==> src/rtl/owbm_pkg.sv <==
// Shared types, codes and constants for the one-wire bus master.
package owbm_pkg;

    // Stream widths (tdata in whole bytes)
    localparam int S_TDATA_W = 16;
    localparam int S_TUSER_W = 2;
    localparam int M_TDATA_W = 16;

    // Configuration port
    localparam int CFG_IDX_W  = 3;
    localparam int CFG_DATA_W = 16;

    // Field widths
    localparam int BYTE_W = 8;
    localparam int TICK_W = 16;

    // Defaults
    localparam int BITS_PER_BYTE_DEF = 8;
    localparam int QUEUE_DEPTH       = 2;

    // Configuration register indexes
    localparam logic [CFG_IDX_W-1:0] REG_RESET_LOW     = 3'd0;
    localparam logic [CFG_IDX_W-1:0] REG_PRES_TIMEOUT  = 3'd1;
    localparam logic [CFG_IDX_W-1:0] REG_RESET_RECOV   = 3'd2;
    localparam logic [CFG_IDX_W-1:0] REG_SLOT_START    = 3'd3;
    localparam logic [CFG_IDX_W-1:0] REG_SLOT_HOLD     = 3'd4;
    localparam logic [CFG_IDX_W-1:0] REG_READ_LOW      = 3'd5;
    localparam logic [CFG_IDX_W-1:0] REG_SLOT_RECOV    = 3'd6;

    // Register reset values
    localparam logic [TICK_W-1:0] RESET_LOW_DEF     = 16'd400;
    localparam logic [BYTE_W-1:0] PRES_TIMEOUT_DEF  = 8'd255;
    localparam logic [TICK_W-1:0] RESET_RECOV_DEF   = 16'd300;
    localparam logic [BYTE_W-1:0] SLOT_START_DEF    = 8'd5;
    localparam logic [BYTE_W-1:0] SLOT_HOLD_DEF     = 8'd50;
    localparam logic [BYTE_W-1:0] READ_LOW_DEF      = 8'd1;
    localparam logic [BYTE_W-1:0] SLOT_RECOV_DEF    = 8'd1;

    // Command codes carried in tuser
    typedef enum logic [1:0] {
        CMD_RESET = 2'd0,
        CMD_WRITE = 2'd1,
        CMD_READ  = 2'd2,
        CMD_TICK  = 2'd3
    } cmd_t;

    // Bus sequencer phases
    typedef enum logic [3:0] {
        PH_IDLE     = 4'd0,
        PH_RST_LOW  = 4'd1,
        PH_RST_WAIT = 4'd2,
        PH_RST_REC  = 4'd3,
        PH_W_START  = 4'd4,
        PH_W_HOLD   = 4'd5,
        PH_W_REC    = 4'd6,
        PH_R_LOW    = 4'd7,
        PH_R_HOLD   = 4'd8,
        PH_R_REC    = 4'd9
    } phase_t;

    // Classified input beat
    typedef struct packed {
        cmd_t              cmd;
        logic [BYTE_W-1:0] wdata;
        logic              level;
    } item_t;

    // Timing registers
    typedef struct packed {
        logic [TICK_W-1:0] reset_low;
        logic [BYTE_W-1:0] pres_timeout;
        logic [TICK_W-1:0] reset_recov;
        logic [BYTE_W-1:0] slot_start;
        logic [BYTE_W-1:0] slot_hold;
        logic [BYTE_W-1:0] read_low;
        logic [BYTE_W-1:0] slot_recov;
    } cfg_t;

    // One result beat
    typedef struct packed {
        logic [BYTE_W-1:0] read_data;
        logic              presence_seen;
        logic              done_res;
        logic              busy_res;
        logic              drive_low;
    } result_t;

endpackage

==> src/rtl/owbm_front.sv <==
// Input stage: accepts stream beats, classifies them and registers the item.
module owbm_front (
    input  logic                            clk,
    input  logic                            rst_n,
    input  logic                            s_tvalid,
    output logic                            s_tready,
    input  logic [owbm_pkg::S_TDATA_W-1:0]  s_tdata,   // [7:0] write_data, [8] line_level
    input  logic [owbm_pkg::S_TUSER_W-1:0]  s_tuser,   // [1:0] cmd
    output owbm_pkg::item_t                 item,
    output logic                            item_valid,
    input  logic                            item_ready
);
    import owbm_pkg::*;

    logic  valid_reg;
    item_t item_reg;
    item_t item_next;
    logic  accept;

    // Decode the beat into an item
    always_comb
    begin
        item_next.cmd   = cmd_t'(s_tuser);
        item_next.wdata = s_tdata[BYTE_W-1:0];
        item_next.level = s_tdata[BYTE_W];
    end

    assign s_tready = !valid_reg || item_ready;
    assign accept   = s_tvalid && s_tready;

    // Holding register toward the queue
    always_ff @(posedge clk or negedge rst_n)
    begin
        if (!rst_n)
        begin
            valid_reg <= 1'b0;
        end
        else if (accept)
        begin
            valid_reg <= 1'b1;
        end
        else if (item_ready)
        begin
            valid_reg <= 1'b0;
        end
    end

    always_ff @(posedge clk)
    begin
        if (accept)
        begin
            item_reg <= item_next;
        end
    end

    assign item       = item_reg;
    assign item_valid = valid_reg;

endmodule

==> src/rtl/owbm_queue.sv <==
// Short item queue between the input stage and the bus sequencer.
module owbm_queue (
    input  logic            clk,
    input  logic            rst_n,
    input  owbm_pkg::item_t in_item,
    input  logic            in_valid,
    output logic            in_ready,
    output owbm_pkg::item_t out_item,
    output logic            out_valid,
    input  logic            out_ready
);
    import owbm_pkg::*;

    localparam int PTR_W = (QUEUE_DEPTH > 1) ? $clog2(QUEUE_DEPTH) : 1;
    localparam int CNT_W = $clog2(QUEUE_DEPTH + 1);

    item_t            slot_reg [QUEUE_DEPTH];
    logic [PTR_W-1:0] wr_ptr_reg;
    logic [PTR_W-1:0] rd_ptr_reg;
    logic [CNT_W-1:0] count_reg;
    logic             push;
    logic             pop;

    assign in_ready  = (count_reg != CNT_W'(QUEUE_DEPTH));
    assign out_valid = (count_reg != '0);
    assign push      = in_valid && in_ready;
    assign pop       = out_valid && out_ready;
    assign out_item  = slot_reg[rd_ptr_reg];

    // Pointers and fill count
    always_ff @(posedge clk or negedge rst_n)
    begin
        if (!rst_n)
        begin
            wr_ptr_reg <= '0;
            rd_ptr_reg <= '0;
            count_reg  <= '0;
        end
        else
        begin
            if (push)
            begin
                wr_ptr_reg <= (wr_ptr_reg == PTR_W'(QUEUE_DEPTH - 1)) ? '0
                                                                       : wr_ptr_reg + 1'b1;
            end
            if (pop)
            begin
                rd_ptr_reg <= (rd_ptr_reg == PTR_W'(QUEUE_DEPTH - 1)) ? '0
                                                                       : rd_ptr_reg + 1'b1;
            end
            if (push && !pop)
            begin
                count_reg <= count_reg + 1'b1;
            end
            else if (pop && !push)
            begin
                count_reg <= count_reg - 1'b1;
            end
        end
    end

    // Storage
    always_ff @(posedge clk)
    begin
        if (push)
        begin
            slot_reg[wr_ptr_reg] <= in_item;
        end
    end

endmodule

==> src/rtl/owbm_back.sv <==
// Bus sequencer: runs reset and bit slots on time ticks, registers one result per item.
module owbm_back #(
    parameter int BITS_PER_BYTE = owbm_pkg::BITS_PER_BYTE_DEF
) (
    input  logic                            clk,
    input  logic                            rst_n,
    input  owbm_pkg::cfg_t                  cfg,
    input  owbm_pkg::item_t                 item,
    input  logic                            item_valid,
    output logic                            item_ready,
    output logic                            m_tvalid,
    input  logic                            m_tready,
    output logic [owbm_pkg::M_TDATA_W-1:0]  m_tdata
);
    import owbm_pkg::*;

    localparam int BL_W = $clog2(BITS_PER_BYTE + 1);

    phase_t            phase_reg, phase_next;
    logic [TICK_W-1:0] tick_reg, tick_next;
    logic [BL_W-1:0]   bits_reg, bits_next;
    logic [BYTE_W-1:0] shift_reg, shift_next;
    logic              presence_reg, presence_next;
    logic              op_read_reg, op_read_next;
    logic [BYTE_W-1:0] last_read_reg, last_read_next;
    logic              done_next;
    logic              mvalid_reg;
    result_t           result_reg, result_next;

    logic [TICK_W-1:0] len;
    logic [TICK_W-1:0] count_inc;
    logic              ends;
    logic [TICK_W-1:0] tick_adv;
    logic [BL_W-1:0]   bits_dec;
    logic              pop;

    assign item_ready = !mvalid_reg || m_tready;
    assign pop        = item_valid && item_ready;

    // Phase length select and shared tick counter compare
    always_comb
    begin
        unique case (phase_reg)
            PH_RST_LOW:             len = cfg.reset_low;
            PH_RST_WAIT:            len = TICK_W'(cfg.pres_timeout);
            PH_RST_REC:             len = cfg.reset_recov;
            PH_W_START:             len = TICK_W'(cfg.slot_start);
            PH_W_HOLD, PH_R_HOLD:   len = TICK_W'(cfg.slot_hold);
            PH_R_LOW:               len = TICK_W'(cfg.read_low);
            PH_W_REC, PH_R_REC:     len = TICK_W'(cfg.slot_recov);
            default:                len = TICK_W'(1);
        endcase
    end

    assign count_inc = tick_reg + 1'b1;
    assign ends      = (count_inc >= len);
    assign tick_adv  = ends ? '0 : count_inc;
    assign bits_dec  = (bits_reg != '0) ? bits_reg - 1'b1 : bits_reg;

    // Next state
    always_comb
    begin
        phase_next     = phase_reg;
        tick_next      = tick_reg;
        bits_next      = bits_reg;
        shift_next     = shift_reg;
        presence_next  = presence_reg;
        op_read_next   = op_read_reg;
        last_read_next = last_read_reg;
        done_next      = 1'b0;

        if (item.cmd != CMD_TICK)
        begin
            // Commands start only from idle
            if (phase_reg == PH_IDLE)
            begin
                tick_next = '0;
                unique case (item.cmd)
                    CMD_RESET:
                    begin
                        presence_next = 1'b0;
                        phase_next    = PH_RST_LOW;
                    end
                    CMD_WRITE:
                    begin
                        op_read_next = 1'b0;
                        shift_next   = item.wdata;
                        bits_next    = BL_W'(BITS_PER_BYTE);
                        phase_next   = PH_W_START;
                    end
                    default:
                    begin
                        op_read_next = 1'b1;
                        shift_next   = '0;
                        bits_next    = BL_W'(BITS_PER_BYTE);
                        phase_next   = PH_R_LOW;
                    end
                endcase
            end
        end
        else
        begin
            unique case (phase_reg)
                PH_IDLE:
                begin
                end
                PH_RST_LOW:
                begin
                    tick_next = tick_adv;
                    if (ends)
                    begin
                        phase_next = PH_RST_WAIT;
                    end
                end
                PH_RST_WAIT:
                begin
                    if (!item.level)
                    begin
                        presence_next = 1'b1;
                        tick_next     = '0;
                        phase_next    = PH_RST_REC;
                    end
                    else
                    begin
                        tick_next = tick_adv;
                        if (ends)
                        begin
                            phase_next = PH_RST_REC;
                        end
                    end
                end
                PH_RST_REC:
                begin
                    tick_next = tick_adv;
                    if (ends)
                    begin
                        phase_next = PH_IDLE;
                        done_next  = 1'b1;
                    end
                end
                PH_W_START:
                begin
                    tick_next = tick_adv;
                    if (ends)
                    begin
                        phase_next = PH_W_HOLD;
                    end
                end
                PH_W_HOLD:
                begin
                    tick_next = tick_adv;
                    if (ends)
                    begin
                        phase_next = PH_W_REC;
                    end
                end
                PH_R_LOW:
                begin
                    tick_next = tick_adv;
                    if (ends)
                    begin
                        phase_next = PH_R_HOLD;
                    end
                end
                PH_R_HOLD:
                begin
                    // Sample on the first released tick, shifted in at the MSB
                    if (tick_reg == '0)
                    begin
                        shift_next = {item.level, shift_reg[BYTE_W-1:1]};
                    end
                    tick_next = tick_adv;
                    if (ends)
                    begin
                        phase_next = PH_R_REC;
                    end
                end
                PH_W_REC, PH_R_REC:
                begin
                    tick_next = tick_adv;
                    if (ends)
                    begin
                        if (phase_reg == PH_W_REC)
                        begin
                            shift_next = {1'b0, shift_reg[BYTE_W-1:1]};
                        end
                        // Slot closed: next bit or byte complete
                        bits_next = bits_dec;
                        if (bits_dec == '0)
                        begin
                            phase_next = PH_IDLE;
                            done_next  = 1'b1;
                            if (op_read_reg)
                            begin
                                last_read_next = shift_next;
                            end
                        end
                        else
                        begin
                            phase_next = op_read_reg ? PH_R_LOW : PH_W_START;
                        end
                    end
                end
                default:
                begin
                    phase_next = PH_IDLE;
                    tick_next  = '0;
                end
            endcase
        end
    end

    // Result for the state after this item
    always_comb
    begin
        unique case (phase_next)
            PH_RST_LOW, PH_W_START, PH_R_LOW: result_next.drive_low = 1'b1;
            PH_W_HOLD:                        result_next.drive_low = !shift_next[0];
            default:                          result_next.drive_low = 1'b0;
        endcase
        result_next.busy_res      = (phase_next != PH_IDLE);
        result_next.done_res      = done_next;
        result_next.presence_seen = presence_next;
        result_next.read_data     = last_read_next;
    end

    // Sequencer state
    always_ff @(posedge clk or negedge rst_n)
    begin
        if (!rst_n)
        begin
            phase_reg     <= PH_IDLE;
            tick_reg      <= '0;
            bits_reg      <= '0;
            shift_reg     <= '0;
            presence_reg  <= 1'b0;
            op_read_reg   <= 1'b0;
            last_read_reg <= '0;
        end
        else if (pop)
        begin
            phase_reg     <= phase_next;
            tick_reg      <= tick_next;
            bits_reg      <= bits_next;
            shift_reg     <= shift_next;
            presence_reg  <= presence_next;
            op_read_reg   <= op_read_next;
            last_read_reg <= last_read_next;
        end
    end

    // Output register
    always_ff @(posedge clk or negedge rst_n)
    begin
        if (!rst_n)
        begin
            mvalid_reg <= 1'b0;
        end
        else if (pop)
        begin
            mvalid_reg <= 1'b1;
        end
        else if (m_tready)
        begin
            mvalid_reg <= 1'b0;
        end
    end

    always_ff @(posedge clk)
    begin
        if (pop)
        begin
            result_reg <= result_next;
        end
    end

    assign m_tvalid = mvalid_reg;
    assign m_tdata  = M_TDATA_W'(result_reg);

endmodule

==> src/rtl/one_wire_bus_master.sv <==
// One-wire bus master: an input stage and a bus sequencer joined by a short
// queue. Every input beat (reset, write byte, read byte, or a time tick that
// carries the sampled bus level) yields one output beat with the line drive,
// busy, done, presence and last read byte as they stand after that beat. One
// beat is taken per clock cycle unless the output stalls; the phase counter
// does one tick compare per beat. A result passes the input register, the
// queue and the output register. Timing registers must be written through the
// cfg port only while the master is idle; the block does not enforce this.
module one_wire_bus_master #(
    parameter int BITS_PER_BYTE = owbm_pkg::BITS_PER_BYTE_DEF
) (
    input  logic                             clk,
    input  logic                             rst_n,
    input  logic                             s_tvalid,
    output logic                             s_tready,
    input  logic [owbm_pkg::S_TDATA_W-1:0]   s_tdata,   // [7:0] write_data, [8] line_level
    input  logic [owbm_pkg::S_TUSER_W-1:0]   s_tuser,   // [1:0] cmd
    output logic                             m_tvalid,
    input  logic                             m_tready,
    output logic [owbm_pkg::M_TDATA_W-1:0]   m_tdata,   // [0] drive_low, [1] busy_res,
                                                        // [2] done_res, [3] presence_seen,
                                                        // [11:4] read_data
    input  logic                             cfg_we,
    input  logic [owbm_pkg::CFG_IDX_W-1:0]   cfg_index,
    input  logic [owbm_pkg::CFG_DATA_W-1:0]  cfg_data
);
    import owbm_pkg::*;

    cfg_t  cfg_reg;
    item_t fr_item;
    logic  fr_valid;
    logic  fr_ready;
    item_t q_item;
    logic  q_valid;
    logic  q_ready;

    // Timing registers
    always_ff @(posedge clk or negedge rst_n)
    begin
        if (!rst_n)
        begin
            cfg_reg.reset_low    <= RESET_LOW_DEF;
            cfg_reg.pres_timeout <= PRES_TIMEOUT_DEF;
            cfg_reg.reset_recov  <= RESET_RECOV_DEF;
            cfg_reg.slot_start   <= SLOT_START_DEF;
            cfg_reg.slot_hold    <= SLOT_HOLD_DEF;
            cfg_reg.read_low     <= READ_LOW_DEF;
            cfg_reg.slot_recov   <= SLOT_RECOV_DEF;
        end
        else if (cfg_we)
        begin
            unique case (cfg_index)
                REG_RESET_LOW:    cfg_reg.reset_low    <= cfg_data;
                REG_PRES_TIMEOUT: cfg_reg.pres_timeout <= cfg_data[BYTE_W-1:0];
                REG_RESET_RECOV:  cfg_reg.reset_recov  <= cfg_data;
                REG_SLOT_START:   cfg_reg.slot_start   <= cfg_data[BYTE_W-1:0];
                REG_SLOT_HOLD:    cfg_reg.slot_hold    <= cfg_data[BYTE_W-1:0];
                REG_READ_LOW:     cfg_reg.read_low     <= cfg_data[BYTE_W-1:0];
                REG_SLOT_RECOV:   cfg_reg.slot_recov   <= cfg_data[BYTE_W-1:0];
                default:
                begin
                end
            endcase
        end
    end

    owbm_front u_front (
        .clk        (clk),
        .rst_n      (rst_n),
        .s_tvalid   (s_tvalid),
        .s_tready   (s_tready),
        .s_tdata    (s_tdata),
        .s_tuser    (s_tuser),
        .item       (fr_item),
        .item_valid (fr_valid),
        .item_ready (fr_ready)
    );

    owbm_queue u_queue (
        .clk       (clk),
        .rst_n     (rst_n),
        .in_item   (fr_item),
        .in_valid  (fr_valid),
        .in_ready  (fr_ready),
        .out_item  (q_item),
        .out_valid (q_valid),
        .out_ready (q_ready)
    );

    owbm_back #(
        .BITS_PER_BYTE (BITS_PER_BYTE)
    ) u_back (
        .clk        (clk),
        .rst_n      (rst_n),
        .cfg        (cfg_reg),
        .item       (q_item),
        .item_valid (q_valid),
        .item_ready (q_ready),
        .m_tvalid   (m_tvalid),
        .m_tready   (m_tready),
        .m_tdata    (m_tdata)
    );

`ifndef SYNTHESIS
    // An item taken by the sequencer shows up as a result beat next cycle
    a_pop_gives_result: assert property (@(posedge clk) disable iff (!rst_n)
        (q_valid && q_ready) |=> m_tvalid)
        else $error("sequencer consumed an item without producing a result");

    // The input stalls only when the queue is full
    a_stall_only_when_full: assert property (@(posedge clk) disable iff (!rst_n)
        !s_tready |-> (fr_valid && !fr_ready))
        else $error("input stalled while the queue had room");

    // The line is pulled low only during an operation
    a_drive_needs_busy: assert property (@(posedge clk) disable iff (!rst_n)
        (m_tvalid && m_tdata[0]) |-> m_tdata[1])
        else $error("line driven low while idle");

    // Completion leaves the master idle
    a_done_not_busy: assert property (@(posedge clk) disable iff (!rst_n)
        (m_tvalid && m_tdata[2]) |-> !m_tdata[1])
        else $error("done reported while still busy");
`endif

endmodule

==> config.mk <==
export PLATFORM = sky130hd
export DESIGN_NAME = one_wire_bus_master
export DESIGN_NICKNAME = d
export VERILOG_FILES = /design/src/rtl/owbm_pkg.sv /design/src/rtl/owbm_front.sv /design/src/rtl/owbm_queue.sv /design/src/rtl/owbm_back.sv /design/src/rtl/one_wire_bus_master.sv
export SDC_FILE = /design/constraint.sdc
export NUM_CORES = 1
export LEC_CHECK = 0
export ABC_AREA = 0
export CORE_MARGIN = 2
export CORE_UTILIZATION = 54
export CTS_BUF_LIST = sky130_fd_sc_hd__clkbuf_4 sky130_fd_sc_hd__clkbuf_8
export CTS_CLUSTER_SIZE = 30
export DETAILED_ROUTE_END_ITERATION = 8
export DONT_BUFFER_PORTS = 1
export PLACE_DENSITY_LB_ADDON = 0.3
export SYNTH_ARGS = -nofsm -noshare
export SYNTH_HDL_FRONTEND = slang
export SYNTH_SLANG_ARGS = --single-unit
==> constraint.sdc <==
create_clock -name clk -period 10.09 [get_ports clk]
set_input_delay 1.009 -clock clk [delete_from_list [all_inputs] [get_ports clk]]
set_output_delay 1.009 -clock clk [all_outputs]
set_load 0.005 [all_outputs]
==> reports/summary.md <==
The tools report the timing endpoint of the critical path as u_back.m_tdata[0]$_DFFE_PP_. The buffers plus inverters on the worst setup path came out at 0. The cell repeated most along the worst path was or2_1. The run gives 0.593 as the utilization after layout. TritonCTS built the clock tree. The length of the first detailed-routing pass in iterations is 5, and the total number of H-tree levels is 4.

Measured in cells, the most critical reg-to-reg path has a length of 14. The diode insertion count for antenna repair was 0; the cell leakage power was 3.43 nW. The tools report the net switching power as 0.835 mW. The critical path goes through nor2b_1, nand2_1, nor2_2, or2_1, a221oi_1, ha_1, and4_1, o21ai_0, o311ai_2, or2_1, a211oi_1, o22a_1, and4bb_1, a2111oi_2. Summing all non-filler instances in the final layout gives an area of 8620 µm². In the layout the commonest cells are dfrtp_1, mux2_2, nand2_1, edfxtp_1, o21ai_0. The initial core utilization was 0.554. In the post-synthesis netlist, the biggest area contributors are dfrtp_1, edfxtp_1, mux2_2, dfstp_2, nand2_1. dfrtp_1 takes more of the synthesized area than any other cell. The tools report the summed negative setup slack over all endpoints as 0 ns. The share of the cycle needed by the critical path after routing is 0.513, and the maximum count of clock buffers along a single path is 2. The worst-case IR drop observed on VDD is 144 µV. The run gives 0 as the count of final setup violators. The number of hold buffers added after CTS was 0. For this run, design rule violations remaining after detail routing come to 0. Clock-pin slew was measured on the worst setup and hold paths at 0.10 ns.

In this run the number of cells on the critical path is 14. The path class of the tightest hold or removal check is primary input to async pin. Routability-driven placement finished with a final weighted congestion of 0.847. The area share of the leading cell type in the synthesized netlist works out to 0.305. The fraction of the yosys area taken by sequential cells was 0.544; the share of total power consumed by net switching was 0.373. The most critical setup path has its startpoint at u_back.phase_reg[1]$_DFFE_PN0P_. The number of buffers created by CTS is 17, and the final setup slack of the worst path is 4.91 ns. Pre-CTS setup slack: 5.04 ns.

Summed over all layers, the routed wires come to 16,500 µm. Portion of total power attributed to sequential cells: 0.452. The critical path is of the flip-flop to flip-flop type. Critical path capture point type: a flip-flop.

The post-synthesis instance area is 8050 µm², and the footprint of the multi-input gates is 3490 µm². For this run, the top clock speed supported by timing is 193 MHz. The number of hold-slack violations in the final timing report was 0. The run finished with clean final reports. The run gives 14,500 µm² as the core footprint.

The largest fanout on the critical path was 16; the shortest clock period the worst path allows after layout was 5.18 ns. For this run, the slowest stage of the critical path takes 0.70 ns. The all-layer global routing usage is 0.219. The run gives 840 as the total placed cells including tap cells. The fraction of layout cells with a size suffix above 1 was 0.227. The synthesized netlist contains 69 unique library cells. Pin count of the biggest net entering global routing: 121.

Worst slew margin relative to its limit: 0.305. The root buffer cell is clkbuf_8. The run gives 0 as the overflow left after global routing. The floorplan step set the die width to 126 µm. The worst register-to-register path ends at u_back.m_tdata[0]$_DFFE_PP_. The share of total power in the clock network came out at 0.220.

Yosys printed 0 warnings. Cell area reported after detailed placement: 8190 µm². Reg-to-reg critical path startpoint: u_back.phase_reg[1]$_DFFE_PN0P_. The synthesized design contains 45 enable-type register cells. The critical path arrival is 5.45 ns, and the starting DRC count in detailed routing is 421. The run gives 0.328 as the logic gate share of total power. Setup repair after global routing left no endpoint under its margin. The number of flip-flops in the largest register was 72. Relative to the synthesized area, the layout overhead comes to 7.01%. Synthesis inferred 165 register bits.

During I/O placement, the number of pins put on the boundary was 60. The tools report the post-DP HPWL as 11,100 µm. For the worst setup path, the data required time is 10.36 ns. The first global-routing pass estimated 27,500 µm of wire. The tools report the count of non-filler cells in the finished layout as 872.

The via count of the first global-routing pass is 5,371. The number of vias after detailed routing came out at 5,363. Gate family responsible for the most delay along the worst path: simple AND/OR/NAND/NOR gates. The average instance in the mapped netlist occupies 11.8 µm². The count of buffers added on input and output ports is 0. Across all register-to-register paths, the minimum setup slack is 4.91 ns. The per-cell via count in the routed design came out at 6.15. Prevailing post-synth register cell: dfrtp_1. Fill cells in the final layout number 1,159. For the post-route clock skew, the log shows 0.0167 ns.

The category of the worst setup path launch point is a flip-flop. The logs give 0 for the final count of pins violating max slew and 0.47 ns for the clock latency reported for the late side of the worst-skew pair. The die covers 15,900 µm². Across the run, the number of max-cap violations was 0. The fraction of registers with async set or reset after synthesis works out to 0.727.

Synthesis produced a netlist whose cell count is 681. Once detail routing completed, the nets flagged for antenna violations numbered 0. The cell with the biggest individual delay on the critical path was dfrtp_1. The clock net in this run drives a total of 165 sinks.

Commonest non-fill, non-tap cell in the layout: dfrtp_1. The detailed-route wire length per cell works out to 18.9 µm. The internal power contribution is 1.40 mW, and the post-cts gate resize count is 0. The run gives 0 as the number of antenna violations at the first check in global routing. For this design the ratio of total power to cell area is 260 nW/µm². The die is 126 µm tall. The slew of the pin with the lowest slew margin works out to 1.03 ns. The number of setup buffers added after CTS is 0. The tools report the number of core rows as 44. The number of nets in the final layout is 738, and the sequential cell area in the final layout is 4380 µm².
## layout make-up
| cell class | instances | area share |
|---|---|---|
| clock buffers | 17 | 0.0272 |
| clock inverters | 15 | 0.0219 |
| multi-input cells | 473 | 0.405 |
| flip-flops and latches | 165 | 0.508 |
| inverters | 12 | 0.00523 |
| well taps | 184 | 0.0267 |
| repair buffers | 6 | 0.00523 |
## per-layer routing
layer  part of all wire  up-vias  GRT usage
li1                   -     2507          -
met1               0.44     2698      0.283
met2               0.49      139      0.361
met3              0.052       19     0.0510
met4              0.018        0     0.0821
met5                  0        -          0
## cell families (layout without fill, tap and decap cells)
kind of cell / after synthesis / in the layout / synth area share
XOR/XNOR: 20 / 20 / 0.0218
flip-flops: 165 / 165 / 0.544
multiplexers: 92 / 92 / 0.127
other: 1 / 4 / 0.000466
adder cells (fa/ha/maj): 21 / 21 / 0.0326
AND/OR/NAND/NOR: 193 / 193 / 0.120
buffers and inverters: 46 / 50 / 0.0275
AO/OA/AOI/OAI: 143 / 143 / 0.127
## power groups by stage
stage / Clock [mW] / Sequential, mW / Combinational [mW]
3_5_place_dp: 0 / 1.02 / 0.726
5_1_grt: 0.526 / 1.03 / 0.809
4_1_cts: 0.503 / 1.01 / 0.731
3_3_place_gp: 0 / 1.01 / 0.702
2_1_floorplan: 0 / 0.953 / 0.623
6_report: 0.491 / 1.01 / 0.734
## synthesized netlist by cell type, drive strengths merged (4+ instances only)
cell type and number:
buf 14, dfstp 22, mux2i 10, ha 21, a22oi 24, o31ai 6, and4 4, nand2 77
a222oi 7, nor3 11, edfxtp 45, xnor2 11, mux2 82, o21ai 49, or2 4, o2bb2ai 6
a221oi 7, nand3 12, xor2 9, nor2 27, and3 7, dfrtp 98, nand2b 21, a21oi 16
nor4 6, nand4 7, inv 12, clkbuf 20
## worst min path at each step
stage	from	to	cells after the start
4_1_cts	rst_n	u_back.shift_reg[3]$_DFFE_PN0P_	0
6_report	rst_n	u_back.shift_reg[1]$_DFFE_PN0P_	0
5_1_grt	rst_n	u_back.shift_reg[5]$_DFFE_PN0P_	0
3_5_place_dp	u_front.item[8]$_DFFE_PP_	u_queue.slot_reg[1][8]$_DFFE_PP_	0
3_3_place_gp	u_front.item[3]$_DFFE_PP_	u_queue.slot_reg[1][3]$_DFFE_PP_	0
2_1_floorplan	u_front.item[0]$_DFFE_PP_	u_queue.slot_reg[0][0]$_DFFE_PP_	0
## metrics by stage
step | total power [mW] | hold slack [ns]
final | 2.24 | 0.218
after global routing | 2.37 | 0.193
after CTS | 2.25 | 0.200
after detailed placement | 1.75 | 0.437
after global placement | 1.71 | 0.427
after floorplan | 1.58 | 0.421
Note: power is estimated with default switching activity, not from simulation.
